==> config.mk <==
export PLATFORM = sky130hd
export DESIGN_NAME = mfs_front
export DESIGN_NICKNAME = d
export VERILOG_FILES = /design/src/rtl/core/mfs_pkg.sv /design/src/rtl/core/mfs_front.sv
export SDC_FILE = /design/constraint.sdc
export NUM_CORES = 1
export LEC_CHECK = 0
export BUFFER_PORTS_ARGS = -buffer_cell sky130_fd_sc_hd__buf_4
export CAP_MARGIN = 10
export CORE_MARGIN = 1
export CORE_UTILIZATION = 51
export DETAILED_ROUTE_END_ITERATION = 7
export GPL_ROUTABILITY_DRIVEN = 1
export PLACE_DENSITY = 0.81
export REMOVE_ABC_BUFFERS = 1
export SYNTH_ARGS = -nofsm -noshare
export SYNTH_HDL_FRONTEND = slang
export SYNTH_SLANG_ARGS = --single-unit
==> constraint.sdc <==
create_clock -name clk -period 1.7 [get_ports clk]
set_input_delay 0.34 -clock clk [delete_from_list [all_inputs] [get_ports clk]]
set_output_delay 0.34 -clock clk [all_outputs]
set_load 0.05 [all_outputs]
==> src/rtl/core/mfs_pkg.sv <==
// Shared types and constants of the perceptron inference block.
// Holds the item layout, the structs passed between front and back end and the sigmoid table builder.
package mfs_pkg;

	localparam int MAX_LAYERS_DEF  = 8;
	localparam int MAX_NEURONS_DEF = 64;
	localparam int SIG_SIZE        = 1024;
	localparam int SIG_MID         = SIG_SIZE / 2;
	localparam int FIFO_DEPTH      = 4;
	// ln(e) * 1e9 for the rounded base 2.71828
	localparam logic [63:0] LN_E_SCALED = 64'd999999327;
	// step of the exponent series, 16/SIG_SIZE * ln(e) in Q30
	localparam logic [63:0] SIG_H = ((64'd16 << 30) * LN_E_SCALED) /
	                                (64'(SIG_SIZE) * 64'd1000000000);

	typedef enum logic [1:0] {
		OP_WEIGHT = 2'd0,
		OP_BIAS   = 2'd1,
		OP_INPUT  = 2'd2,
		OP_RUN    = 2'd3
	} op_t;

	typedef enum logic {
		CFG_LAYER_COUNT = 1'b0,
		CFG_LAYER_SIZES = 1'b1
	} cfg_reg_t;

	typedef struct packed {
		op_t                op;
		logic [2:0]         layer;
		logic [5:0]         neuron;
		logic [5:0]         source;
		logic signed [23:0] value;
	} mfs_item_t;

	typedef struct packed {
		logic      valid;
		mfs_item_t item;
	} mfs_head_t;

	typedef struct packed {
		logic pop;
		logic clearing;
	} mfs_ctrl_t;

	typedef logic [16:0] sig_word_t;
	typedef sig_word_t sig_tab_t [SIG_SIZE+1];

	// Restoring long division, only ever run at elaboration.
	function automatic logic [63:0] udiv64(input logic [63:0] num, input logic [63:0] dvs);
		logic [63:0] quo;
		logic [63:0] rem;
		quo = '0;
		rem = '0;
		for (int b = 63; b >= 0; b--) begin
			rem = {rem[62:0], num[b]};
			if (rem >= dvs) begin
				rem    = rem - dvs;
				quo[b] = 1'b1;
			end
		end
		return quo;
	endfunction

	// Sigmoid samples over [-8,8], end points included, built at elaboration.
	function automatic sig_tab_t sig_build();
		sig_tab_t           tab;
		sig_tab_t           pos;
		logic [63:0]        term;
		logic [63:0]        p;
		logic [63:0]        den;
		logic signed [63:0] r;
		term = 64'd1 << 30;
		r    = 64'sd1 << 30;
		p    = 64'd1 << 30;
		for (int k = 1; k <= 20; k++) begin
			term = udiv64((term * SIG_H) >> 30, 64'(k));
			if (k[0]) r = r - $signed(term);
			else r = r + $signed(term);
		end
		if (r < 0) r = 0;
		for (int k = 0; k <= SIG_SIZE; k++) begin
			if (k > 0) p = (p * 64'(r) + (64'd1 << 29)) >> 30;
			den    = (64'd1 << 30) + p;
			pos[k] = 17'(udiv64((64'd1 << 46) + (den >> 1), den));
		end
		for (int k = 0; k <= SIG_SIZE; k++) begin
			if (k >= SIG_MID) tab[k] = pos[k-SIG_MID];
			else tab[k] = 17'd65536 - pos[SIG_MID-k];
		end
		return tab;
	endfunction

endpackage

==> src/rtl/core/mfs_front.sv <==
// Front end: takes item transfers, drops loads that address nothing, queues the rest.
// Depends on mfs_pkg.
module mfs_front #(
	parameter int MAX_LAYERS  = mfs_pkg::MAX_LAYERS_DEF,
	parameter int MAX_NEURONS = mfs_pkg::MAX_NEURONS_DEF
) (
	input  logic               clk,
	input  logic               arst_n,
	input  logic               in_valid,
	output logic               in_ready,
	input  mfs_pkg::mfs_item_t in_item,
	input  mfs_pkg::mfs_ctrl_t ctrl,
	output mfs_pkg::mfs_head_t head
);
	import mfs_pkg::*;

	localparam int PW = $clog2(FIFO_DEPTH);
	localparam int CW = $clog2(FIFO_DEPTH + 1);

	mfs_item_t      fifo_q [FIFO_DEPTH];
	logic [PW-1:0]  wptr_q;
	logic [PW-1:0]  rptr_q;
	logic [CW-1:0]  count_q;
	logic           keep;
	logic           push;

	always_comb begin
		unique case (in_item.op)
			OP_WEIGHT: keep = (in_item.layer != 3'd0) && (32'(in_item.layer) < MAX_LAYERS) &&
			                  (32'(in_item.neuron) < MAX_NEURONS) &&
			                  (32'(in_item.source) < MAX_NEURONS);
			OP_BIAS:   keep = (32'(in_item.layer) < MAX_LAYERS) &&
			                  (32'(in_item.neuron) < MAX_NEURONS);
			OP_INPUT:  keep = 32'(in_item.neuron) < MAX_NEURONS;
			OP_RUN:    keep = 1'b1;
			default:   keep = 1'b0;
		endcase
	end

	assign in_ready = (32'(count_q) < FIFO_DEPTH) && !ctrl.clearing;
	assign push     = in_valid && in_ready && keep;

	always_ff @(posedge clk) begin
		if (push) fifo_q[wptr_q] <= in_item;
	end

	always_ff @(posedge clk or negedge arst_n) begin
		if (!arst_n) begin
			wptr_q  <= '0;
			rptr_q  <= '0;
			count_q <= '0;
		end else begin
			if (push) wptr_q <= wptr_q + PW'(1);
			if (ctrl.pop) rptr_q <= rptr_q + PW'(1);
			if (push && !ctrl.pop) count_q <= count_q + CW'(1);
			else if (!push && ctrl.pop) count_q <= count_q - CW'(1);
		end
	end

	assign head.valid = count_q != '0;
	assign head.item  = fifo_q[rptr_q];

endmodule

==> summary.txt, run 1 <==
Layout
  – Fin cells: about 570
  – Diodes inserted: 0
  – Final instance area: 0.00857 sq mm
  – Share of cells above drive strength 1: roughly 54%
  – Synthesis-to-layout area growth: 35.6%
  – Fill cell count: a little over 700
  – Fin nets: 442
  – Final Core Density: a little under three quarters

Floorplan
  – # IOs: 89
  – Core area: roughly 0.012 sq mm
  – Die width: 113 um
  – Die ar.: 0.0128 sq mm
  – Die height: about 110 um
  – Row count: 40
  – Initial core utilization: roughly 52%

Clocking
  – Clock transition at path regs: ~0.06 ns
  – Root Buffer: clkbuf_16
  – Clock Tree Buf Depth: 2
  – H-tree levels: 4
  – Clock Sinks: ~170
  – CTS tree: built
  – Total CTS buffers: 17
  – Clk_lat worst skew: around 0.42 ns

Drt
  – Drt pass-1 iters: 4
  – DRT iter0 DRCs: roughly 190
  – Via count: around 3000
  – Post-route ant nets: 0
  – WL/cell: roughly 21 um
  – Drt drc: 0
  – Via density: 5.25
  – Post-Route WL: roughly 12000 um

Synth
  – Cell taking the most area after synthesis: edfxtp_1
  – Yosys warnings: 0
  – Post-synthesis sequential area ratio: about four fifths
  – Synth area leaders: edfxtp_1, mux4_2, dfrtp_1
  – Async SR Flop Fraction: a little over 4%
  – Mean post-synth cell area: 25.3 sq um
  – Synth top area share: 77.9%
  – Mapped Cells: between 200 and 300
  – Cell variety after synth: 17
  – Top cells by count, synth: edfxtp_1, mux4_2, dfrtp_1, buf_2, ha_1
  – Count leader, synth: edfxtp_1
  – Mapped Area: around 0.0063 sq mm
  – Synth Flop Type: edfxtp_1
  – Post-synth EDFFs: 164
  – Number of synthesized register bits: between 150 and 200

Worst setup path
  – CP Data Arrival Time: about 1.8 ns
  – Crit end category: primary output
  – Critical path class: flip-flop to primary output
  – Crit-path max FO: 8
  – Worst Path Required: between 1 and 1.5 ns
  – Critical Path Start Type: flip-flop

Pwr
  – Flop pwr share: 33.1%
  – Final Power: about 16 mW
  – Power share of the clock group: 24.5%
  – PwrDens: approximately 1800 mW/mm^2
  – Combinational Power Share: around 43%
  – Internal power: roughly 10 mW
  – Sw Share: 34.4%
  – LEAKAGE: 3.03 nW
  – Sw power: 5.41 mW
  – Worst VDD drop: between 0.8 and 0.9 mV

Timing
  – Hold Slack: about 0.12 ns
  – Final hold violation count: 0
  – Slew Viols, Final: 0
  – FMAX: around 460 MHz
  – PnR worst setup slack: -0.484 ns
  – Setup TNS: -19.07 ns
  – Setup Skew: approximately 0.0084 ns
  – Final setup violation count: 44
  – Final period utilization: 128%
  – Min Tclk post-route: ~2.2 ns
  – Slew HR: slightly below 90%
  – Slew @ Worst Pin: 0.190 ns
  – RSZ-0062 raised after global routing: yes

Global route
  – Initial antenna violation count: 0
  – Overflow after GRT: 0
  – Vias in the first global route: 3154
  – Largest net degree at the start of global routing: 24
  – Total GRT Usage: 18.8%
  – Global-route wire length before repair: about 17000 um

Run status
  – Failing checks: setup timing
  – Status: complete, but fails checks

Place
  – Area after DPL: about 0.0075 sq mm
  – Global placer's final weighted congestion: 0.716
  – DP Worst Slack: -0.535 ns
  – PortBufs: a little under 90
  – DP HPWL: slightly above 7000 um
  – Placed Instances: between 500 and 600

Min path
  – Worst hold path class: input pin to flip-flop

Flow run
  – Max Cap Viol: 0
==> kinds of logic (layout without fill, tap and decap cells) <==
family                     after synthesis  count (layout)  synth area share [%]
DFF                                    171             171                  80.7
muxes                                   43              43                  15.0
buffers and inverters                   14             167                 0.950
and+or+nand+nor                          9               9                 0.851
adders and majority gates                6               6                  1.31
xor gates and xnor gates                 6               6                 0.832
AOI/OAI and AO/OA                        1               1                 0.337
==> cell usage in the layout, fill, tap and decap left out, drive strengths merged <==
master,count
edfxtp,164
buf,124
mux4,41
clkbuf,23
inv,8
dfrtp,7
ha,5
clkinv,5
and2,4
xnor2,3
xor2,3
bufinv,3
clkinvlp,3
or3,2
mux2,2
nor2,2
o311a,1
nand2,1
fa,1
dlygate4sd3,1
==> per-layer routing <==
metal | global-route usage (%) | up-vias | share of wire (%)
met3 | 6.59 | 18 | 5.2
met4 | 8.25 | 0 | 1.6
met5 | 0 | - | 0
met1 | 22.2 | 1558 | 40
met2 | 31.5 | 84 | 53
li1 | - | 1338 | -
==> worst paths after layout <==
path / start / to / slack [ns] / cells after the start
setup / recovery: rptr_q[0] / head[27] / -0.48 / 4
hold / removal: ctrl[1] / rptr_q[0] / 0.12 / 2
setup reg to reg: count_q[2] / count_q[2] / -0.05 / 8
hold reg to reg: wptr_q[1] / wptr_q[1] / 0.61 / 1
max in group asynchronous: arst_n / rptr_q[0] / 1.28 / 2
min in group asynchronous: arst_n / wptr_q[1] / 0.27 / 2
==> power groups by stage <==
stage	registers [mW]	clock network, mW	logic (mW)
finish	5.20	3.84	6.67
global route	5.22	4.08	6.94
CTS	5.20	3.90	6.09
detailed placement	5.29	0	5.58
global placement	5.26	0	5.54
floorplan	5.54	0	3.52
==> worst max-delay path: stages (launching register included) <==
cell and delay [ns]:
dfrtp_4 0.49, buf_6 0.14, clkbuf_16 0.16, mux4_2 0.45, buf_6 0.17
==> registers in the layout, indices dropped and copies added, names as in the netlist <==
name     flops
rptr_q       2
wptr_q       2
fifo_q     164
count_q      3
==> final cells by class <==
class / count / area [sq um] / area share (%)
sequential: 171 / 5100 / 59.6
timing repair buffer: 131 / 1450 / 16.9
multi-input combinational: 65 / 1200 / 14.0
clock buffer: 17 / 425 / 4.96
tap: 168 / 210 / 2.45
clock inverter: 15 / 171 / 2.00
inverter: 4 / 15.0 / 0.175
==> repair_timing <==
| action | in CTS | in global routing |
|---|---|---|
| buffers inserted | 3 | 6 |
| setup endpoints to repair | 44 | 206 |
| pin swaps | 5 | 5 |
| hold buffers | 1 | 0 |
| cloned | 0 | 7 |
| gates resized for setup | 49 | 14 |
| hold endpoints to repair | 7 | 0 |
Note: power is estimated with default switching activity, not from simulation.
==> run 2: changes to the inputs <==
CORE_ASPECT_RATIO = 1.5   (was unset)
CORE_UTILIZATION = 29   (was 51)
PLACE_DENSITY = 0.54   (was 0.81)
SKIP_CTS_REPAIR_TIMING = 1   (was unset)
==> run 2 against run 1 <==
Net effect: the run still ends with setup timing left; non-clock buffer count shrank 4; register-to-register slack got worse by 0.07 ns; core utilization decreased by 30 points; cell count rose by 17%; clock power shrank 1%; setup slack lost 0.054 ns; power shrank 1.2%; hold slack improved by 0.0017 ns; highest routed layer unchanged; cell area increased by 0.69%; first-iteration DRC count shrank 26%; routed wire length is 5.3% higher; largest power group unchanged; global-route usage decreased by 7.5 points.
==> summary.txt, run 2 (synthesis results as in run 1) <==
Layout
  – Synthesis-to-layout area growth: 36.5%
  – Most frequent cells in the layout: edfxtp_1, buf_4, mux4_2
  – Diodes inserted: 0 (unchanged)
  – Max FFs per register: 164 (unchanged)
  – Fill cell count: 1830 (+160%)
  – Final instance area: 0.00863 sq mm (+0.69%)
  – Biggest register: fifo_q
  – Most common cell after layout, fill and taps aside: edfxtp_1
  – Top Registers: fifo_q x164, count_q x3
  – Share of cells above drive strength 1: 53.4% (-0.46 points)
  – Fin nets: 438 (-0.90%)

Drt
  – Via density: 4.44 (-15%)
  – Max layer used: met4
  – Met1 WL: 4870 um (+2.9%)
  – Via count: 2961 (-1.2%)
  – DRT iter0 DRCs: 144 (-26%)
  – Drt pass-1 iters: 4 (unchanged)
  – DR WL met2: 6960 um (+9.0%)
  – Metal3 WL: 470 um (-25%)
  – Drt drc: 0 (unchanged)
  – Post-Route WL: 12600 um (+5.3%)
  – WL/cell: 18.8 um (-9.9%)
  – Post-route ant nets: 0 (unchanged)

Worst setup path
  – R2r setup slk: -0.12 ns (-0.07 ns)
  – Crit-path max FO: 8 (unchanged)
  – Critical Path Start Type: flip-flop
  – R2r startpoint: count_q[2]
  – Worst Path Required: 1.36 ns (about the same)
  – Crit end category: primary output
  – Critical path class: flip-flop to primary output
  – CP Data Arrival Time: 1.90 ns (+0.06 ns)
  – Reg2Reg Capture Point: count_q[2]
  – R2r worst-path depth: 8 (unchanged)

Pwr
  – LEAKAGE: 2.99 nW (-1.3%)
  – Worst VDD drop: 0.788 mV (-8.5%)
  – PwrDens: 1800 mW/mm^2 (-1.8%)

Floorplan
  – Core area: 0.0212 sq mm (+76%)
  – Die height: 183 um (+61%)
  – Die ar.: 0.0224 sq mm (+74%)
  – Row count: 65 (+63%)
  – Die width: 123 um (+8.1%)
  – Initial core utilization: 29.8% (-23 points)
  – # IOs: 89 (unchanged)

Global route
  – Vias in the first global route: 3169 (+0.48%)
  – Total GRT Usage: 11.3% (-7.5 points)
  – Largest net degree at the start of global routing: 25 (+4.2%)
  – Global-route wire length before repair: 17800 um (+4.9%)
  – Overflow after GRT: 0 (unchanged)
  – Initial antenna violation count: 0 (unchanged)

Clocking
  – H-tree levels: 4 (unchanged)
  – Clock Sinks: 171 (unchanged)
  – CTS tree: built
  – Clk_lat worst skew: 0.42 ns (about the same)
  – Root Buffer: clkbuf_16
  – Clock transition at path regs: 0.07 ns (about the same)
  – Clock Tree Buf Depth: 2 (unchanged)
  – Total CTS buffers: 17 (unchanged)

Timing
  – Min Tclk post-route: 2.24 ns (+0.0543 ns)
  – Slew HR: 87.6% (+0.21 points)
  – Setup Skew: 0.00829 ns (-0.000102 ns)
  – Slew @ Worst Pin: 0.186 ns (-0.00318 ns)
  – FMAX: 447 MHz (-2.4%)
  – PnR worst setup slack: -0.538 ns (-0.0543 ns)
  – Hold Slack: 0.117 ns (+0.00171 ns)
  – Final period utilization: 132% (+3.2 points)
  – Final hold violation count: 0 (unchanged)
  – RSZ-0062 raised after global routing: yes
  – Final setup violation count: 44 (unchanged)
  – Slew Viols, Final: 0 (unchanged)

Min path
  – Hold Startpoint: in_item[21]
  – Hold path endpoint: fifo_q[2][21]
  – Worst hold path class: input pin to flip-flop
  – Worst Hold Depth: 1 (-1)

Place
  – DP Worst Slack: -0.540 ns (-0.00431 ns)
  – Global placer's final weighted congestion: 0.663 (-7.5%)
  – DP HPWL: 7660 um (+6.9%)
  – Area after DPL: 0.00761 sq mm (+1.2%)
  – PortBufs: 88 (unchanged)

Run status
  – Status: complete, but fails checks
  – Failing checks: setup timing

Flow run
  – Max Cap Viol: 0 (unchanged)
[run 2: cell count changes in the layout (fill, tap and decap cells not counted), sizes merged]
cell	previous run	this run
bufinv	3	2
clkinvlp	3	2
inv	8	9
buf	124	120
clkbuf	23	24
[run 2: cell type report]
class,count,area [sq um],share of cell area (%)
Clock buffer,18,429,4.97
Clock inverter,14,159,1.84
Inverter,4,15.0,0.174
Multi-Input combinational cell,65,1190,13.8
Sequential cell,171,5100,59.2
Tap cell,268,335,3.89
Timing Repair Buffer,127,1390,16.2
[run 2: worst max path at each step]
| stage | startpoint | endpoint | slack [ns] | cells after the start |
|---|---|---|---|---|
| floorplan | rptr_q[0] | head[0] | -1.20 | 1 |
| global placement | in_item[37] | count_q[1] | -0.48 | 7 |
| detailed placement | in_item[37] | count_q[1] | -0.54 | 7 |
| CTS | rptr_q[0] | head[36] | -0.57 | 3 |
| global route | rptr_q[0] | head[24] | -0.57 | 4 |
| finish | rptr_q[0] | head[33] | -0.54 | 4 |
[run 2: critical path: stages, from the launching register on]
cell	delay, ns
dfrtp_4	0.52
buf_12	0.15
clkbuf_16	0.16
mux4_2	0.46
buf_6	0.18
[run 2: layer usage]
metal  vias to the layer above  track usage [%]
li1                       1324                -
met1                      1561             12.0
met2                        63             20.3
met3                        13             3.05
met4                         0             5.41
met5                         -                0
[run 2: report_power, final]
part	internal [mW]	total, mW	switching, mW
sequential	5.02	5.19	0.172
combinational	2.87	6.54	3.67
clock	2.19	3.79	1.60
[run 2: through the flow]
stage	power, mW	instances	utilization (%)	TNS [ns]
2_1_floorplan	9.06	240	-	-180.11
3_3_place_gp	10.9	620	35.8	-47.45
3_5_place_dp	11.0	620	35.8	-51.62
4_1_cts	14.8	652	38.6	-21.68
5_1_grt	16.1	667	40.6	-22.88
6_report	15.5	667	40.6	-20.53
==> run 3: changes to the inputs <==
CELL_PAD_IN_SITES_DETAIL_PLACEMENT = 1   (was unset)
CELL_PAD_IN_SITES_GLOBAL_PLACEMENT = 2   (was unset)
PLACE_DENSITY = 0.63   (was 0.54)
==> run 3 against run 2 <==
Net effect: the flow still finishes with violations (setup timing); count of clock-buffer cells in the layout shrank 1; hold slack lost 0.0076 ns; global-route usage grew 1.2 points; critical path depth is the same; cell count grew 0.15%; setup slack gained 0.021 ns; clock skew shrank 0.0020 ns; cell area grew 0.57%; register-to-register slack gained 0.02 ns.
==> summary.txt, run 3 (synthesis results as in run 1) <==
Layout
  – Diodes inserted: 0 (unchanged)
  – Max FFs per register: 164 (unchanged)
  – Top Registers: fifo_q x164, count_q x3
  – Final instance area: 0.00868 sq mm (+0.57%)
  – Share of cells above drive strength 1: 53.8% (+0.37 points)
  – Final Core Density: 40.9% (+0.23 points)
  – Fill cell count: 1975 (+7.9%)
  – Most common cell after layout, fill and taps aside: edfxtp_1
  – Synthesis-to-layout area growth: 37.3%
  – Most frequent cells in the layout: edfxtp_1, buf_4, buf_6
  – Biggest register: fifo_q
  – Fin cells: 668 (+0.15%)
  – Register area: 0.00510 sq mm (unchanged)
  – Multi-input logic area: 0.00119 sq mm (+0.21%)
  – Fin nets: 439 (+0.23%)

Place
  – DP HPWL: 8830 um (+15%)
  – Area after DPL: 0.00766 sq mm (+0.66%)
  – Global placer's final weighted congestion: 0.742 (+12%)
  – DP Worst Slack: -0.538 ns (+0.00176 ns)
  – PortBufs: 88 (unchanged)
  – Placed Instances: 625 (+0.81%)

Drt
  – Via density: 4.48 (+0.86%)
  – Drt drc: 0 (unchanged)
  – DRT iter0 DRCs: 235 (+63%)
  – WL/cell: 20.0 um (+6.4%)
  – Via count: 2991 (+1.0%)
  – Post-route ant nets: 0 (unchanged)
  – Post-Route WL: 13400 um (+6.6%)
  – Drt pass-1 iters: 4 (unchanged)

Pwr
  – LEAKAGE: 3.01 nW (+0.63%)
  – Internal power: 10.2 mW (+0.85%)
  – Power share of the clock group: 25.0% (+0.6 points)
  – Combinational Power Share: 42.3% (+0.2 points)
  – PwrDens: 1820 mW/mm^2 (+1.1%)
  – Sw power: 5.61 mW (+3.2%)
  – Worst VDD drop: 0.682 mV (-13%)
  – Final Power: 15.8 mW (+1.7%)
  – Sw Share: 35.6% (+0.52 points)
  – Flop pwr share: 32.8% (-0.6 points)

Worst setup path
  – CP Data Arrival Time: 1.88 ns (-0.02 ns)
  – Reg2Reg Capture Point: count_q[2]
  – R2r setup slk: -0.10 ns (+0.02 ns)
  – R2r startpoint: count_q[2]
  – Worst path top cell family by delay: multiplexers
  – Cell Chain, Critical Path: buf_12 > buf_12 > mux4_2 > buf_6
  – Critical Path Start Type: flip-flop
  – Crit-path max cell delay: 0.55 ns (+0.03 ns)
  – Worst Path Required: 1.36 ns (about the same)
  – Critical path class: flip-flop to primary output
  – CP max stage cell: mux4_2
  – Worst Path Buf+Inv: 3 (unchanged)
  – R2r worst-path depth: 8 (unchanged)
  – Crit-path max FO: 6 (-2)
  – Crit end category: primary output
  – CP most frequent cell: buf_12
  – Setup crit start: rptr_q[0]

Min path
  – Worst Hold Depth: 1 (unchanged)
  – Hold Startpoint: in_item[13]
  – Worst hold path class: input pin to flip-flop
  – Hold path endpoint: fifo_q[1][13]

Timing
  – Setup TNS: -20.18 ns (+0.347 ns)
  – Slew @ Worst Pin: 0.210 ns (+0.0239 ns)
  – FMAX: 451 MHz (+0.93%)
  – PnR worst setup slack: -0.518 ns (+0.0207 ns)
  – Final period utilization: 130% (-1.2 points)
  – Slew HR: 86.0% (-1.6 points)
  – RSZ-0062 raised after global routing: yes
  – Final hold violation count: 0 (unchanged)
  – Min Tclk post-route: 2.22 ns (-0.0207 ns)
  – Setup Skew: 0.00634 ns (-0.00196 ns)
  – Slew Viols, Final: 0 (unchanged)
  – Hold Slack: 0.110 ns (-0.00764 ns)
  – Final setup violation count: 44 (unchanged)

Clocking
  – Clock transition at path regs: 0.07 ns (about the same)
  – Total CTS buffers: 17 (unchanged)
  – Clock Tree Buf Depth: 2 (unchanged)
  – Clk_lat worst skew: 0.43 ns (about the same)
  – H-tree levels: 4 (unchanged)
  – CTS tree: built
  – Root Buffer: clkbuf_16
  – Clock Sinks: 171 (unchanged)

Global route
  – Total GRT Usage: 12.5% (+1.2 points)
  – Largest net degree at the start of global routing: 33 (+32%)
  – Global-route wire length before repair: 20000 um (+12%)
  – Vias in the first global route: 3447 (+8.8%)
  – Grt met2 use: 22.9% (+2.6 points)
  – Met1 Usage GRT: 13.3% (+1.3 points)
  – Initial antenna violation count: 0 (unchanged)
  – Overflow after GRT: 0 (unchanged)
  – GR Util met3: 3.11% (+0.062 points)
  – GRT busiest layer: met2

Floorplan
  – Die height: 183 um (unchanged)
  – Die width: 123 um (unchanged)
  – Core area: 0.0212 sq mm (unchanged)
  – Row count: 65 (unchanged)
  – # IOs: 89 (unchanged)
  – Die ar.: 0.0224 sq mm (unchanged)
  – Initial core utilization: 29.8% (unchanged)

Flow run
  – Max Cap Viol: 0 (unchanged)

Run status
  – Failing checks: setup timing
  – Status: complete, but fails checks
[run 3: cell types whose count changed in the layout (fill, tap and decap cells not counted), moves of 2 or more]
cell	previous run	this run
buf_4	66	60
clkinvlp_4	2	5
buf_6	38	45
inv_8	0	5
inv_6	5	3
clkinv_4	4	0
[run 3: how the worst max path moves through the flow]
stage	to	depth (start not counted)
3_5_place_dp	count_q[1]	7
4_1_cts	head[3]	3
5_1_grt	head[40]	4
2_1_floorplan	head[0]	1
3_3_place_gp	count_q[1]	7
6_report	head[12]	4
[run 3: metal layers]
metal | routed length (um) | part of all wire (%)
met1 | 5030 | 38
met2 | 7700 | 58
met3 | 423 | 3.2
met4 | 230 | 1.7
met5 | 0 | 0
[run 3: final cells by class]
| class | instances | area share [%] |
|---|---|---|
| clock buffers | 17 | 4.90 |
| clock inverters | 15 | 2.08 |
| inverters | 4 | 0.173 |
| multi-input cells | 65 | 13.7 |
| flip-flops and latches | 171 | 58.8 |
| well taps | 268 | 3.87 |
| repair buffers | 128 | 16.4 |
[run 3: power by group through the flow]
| stage | clock (mW) | combinational, mW | sequential (mW) |
|---|---|---|---|
| floorplan | 0 | 3.52 | 5.54 |
| global placement | 0 | 5.81 | 5.27 |
| detailed placement | 0 | 5.84 | 5.30 |
| CTS | 4.04 | 5.86 | 5.21 |
| global route | 4.17 | 7.02 | 5.20 |
| finish | 3.94 | 6.67 | 5.17 |
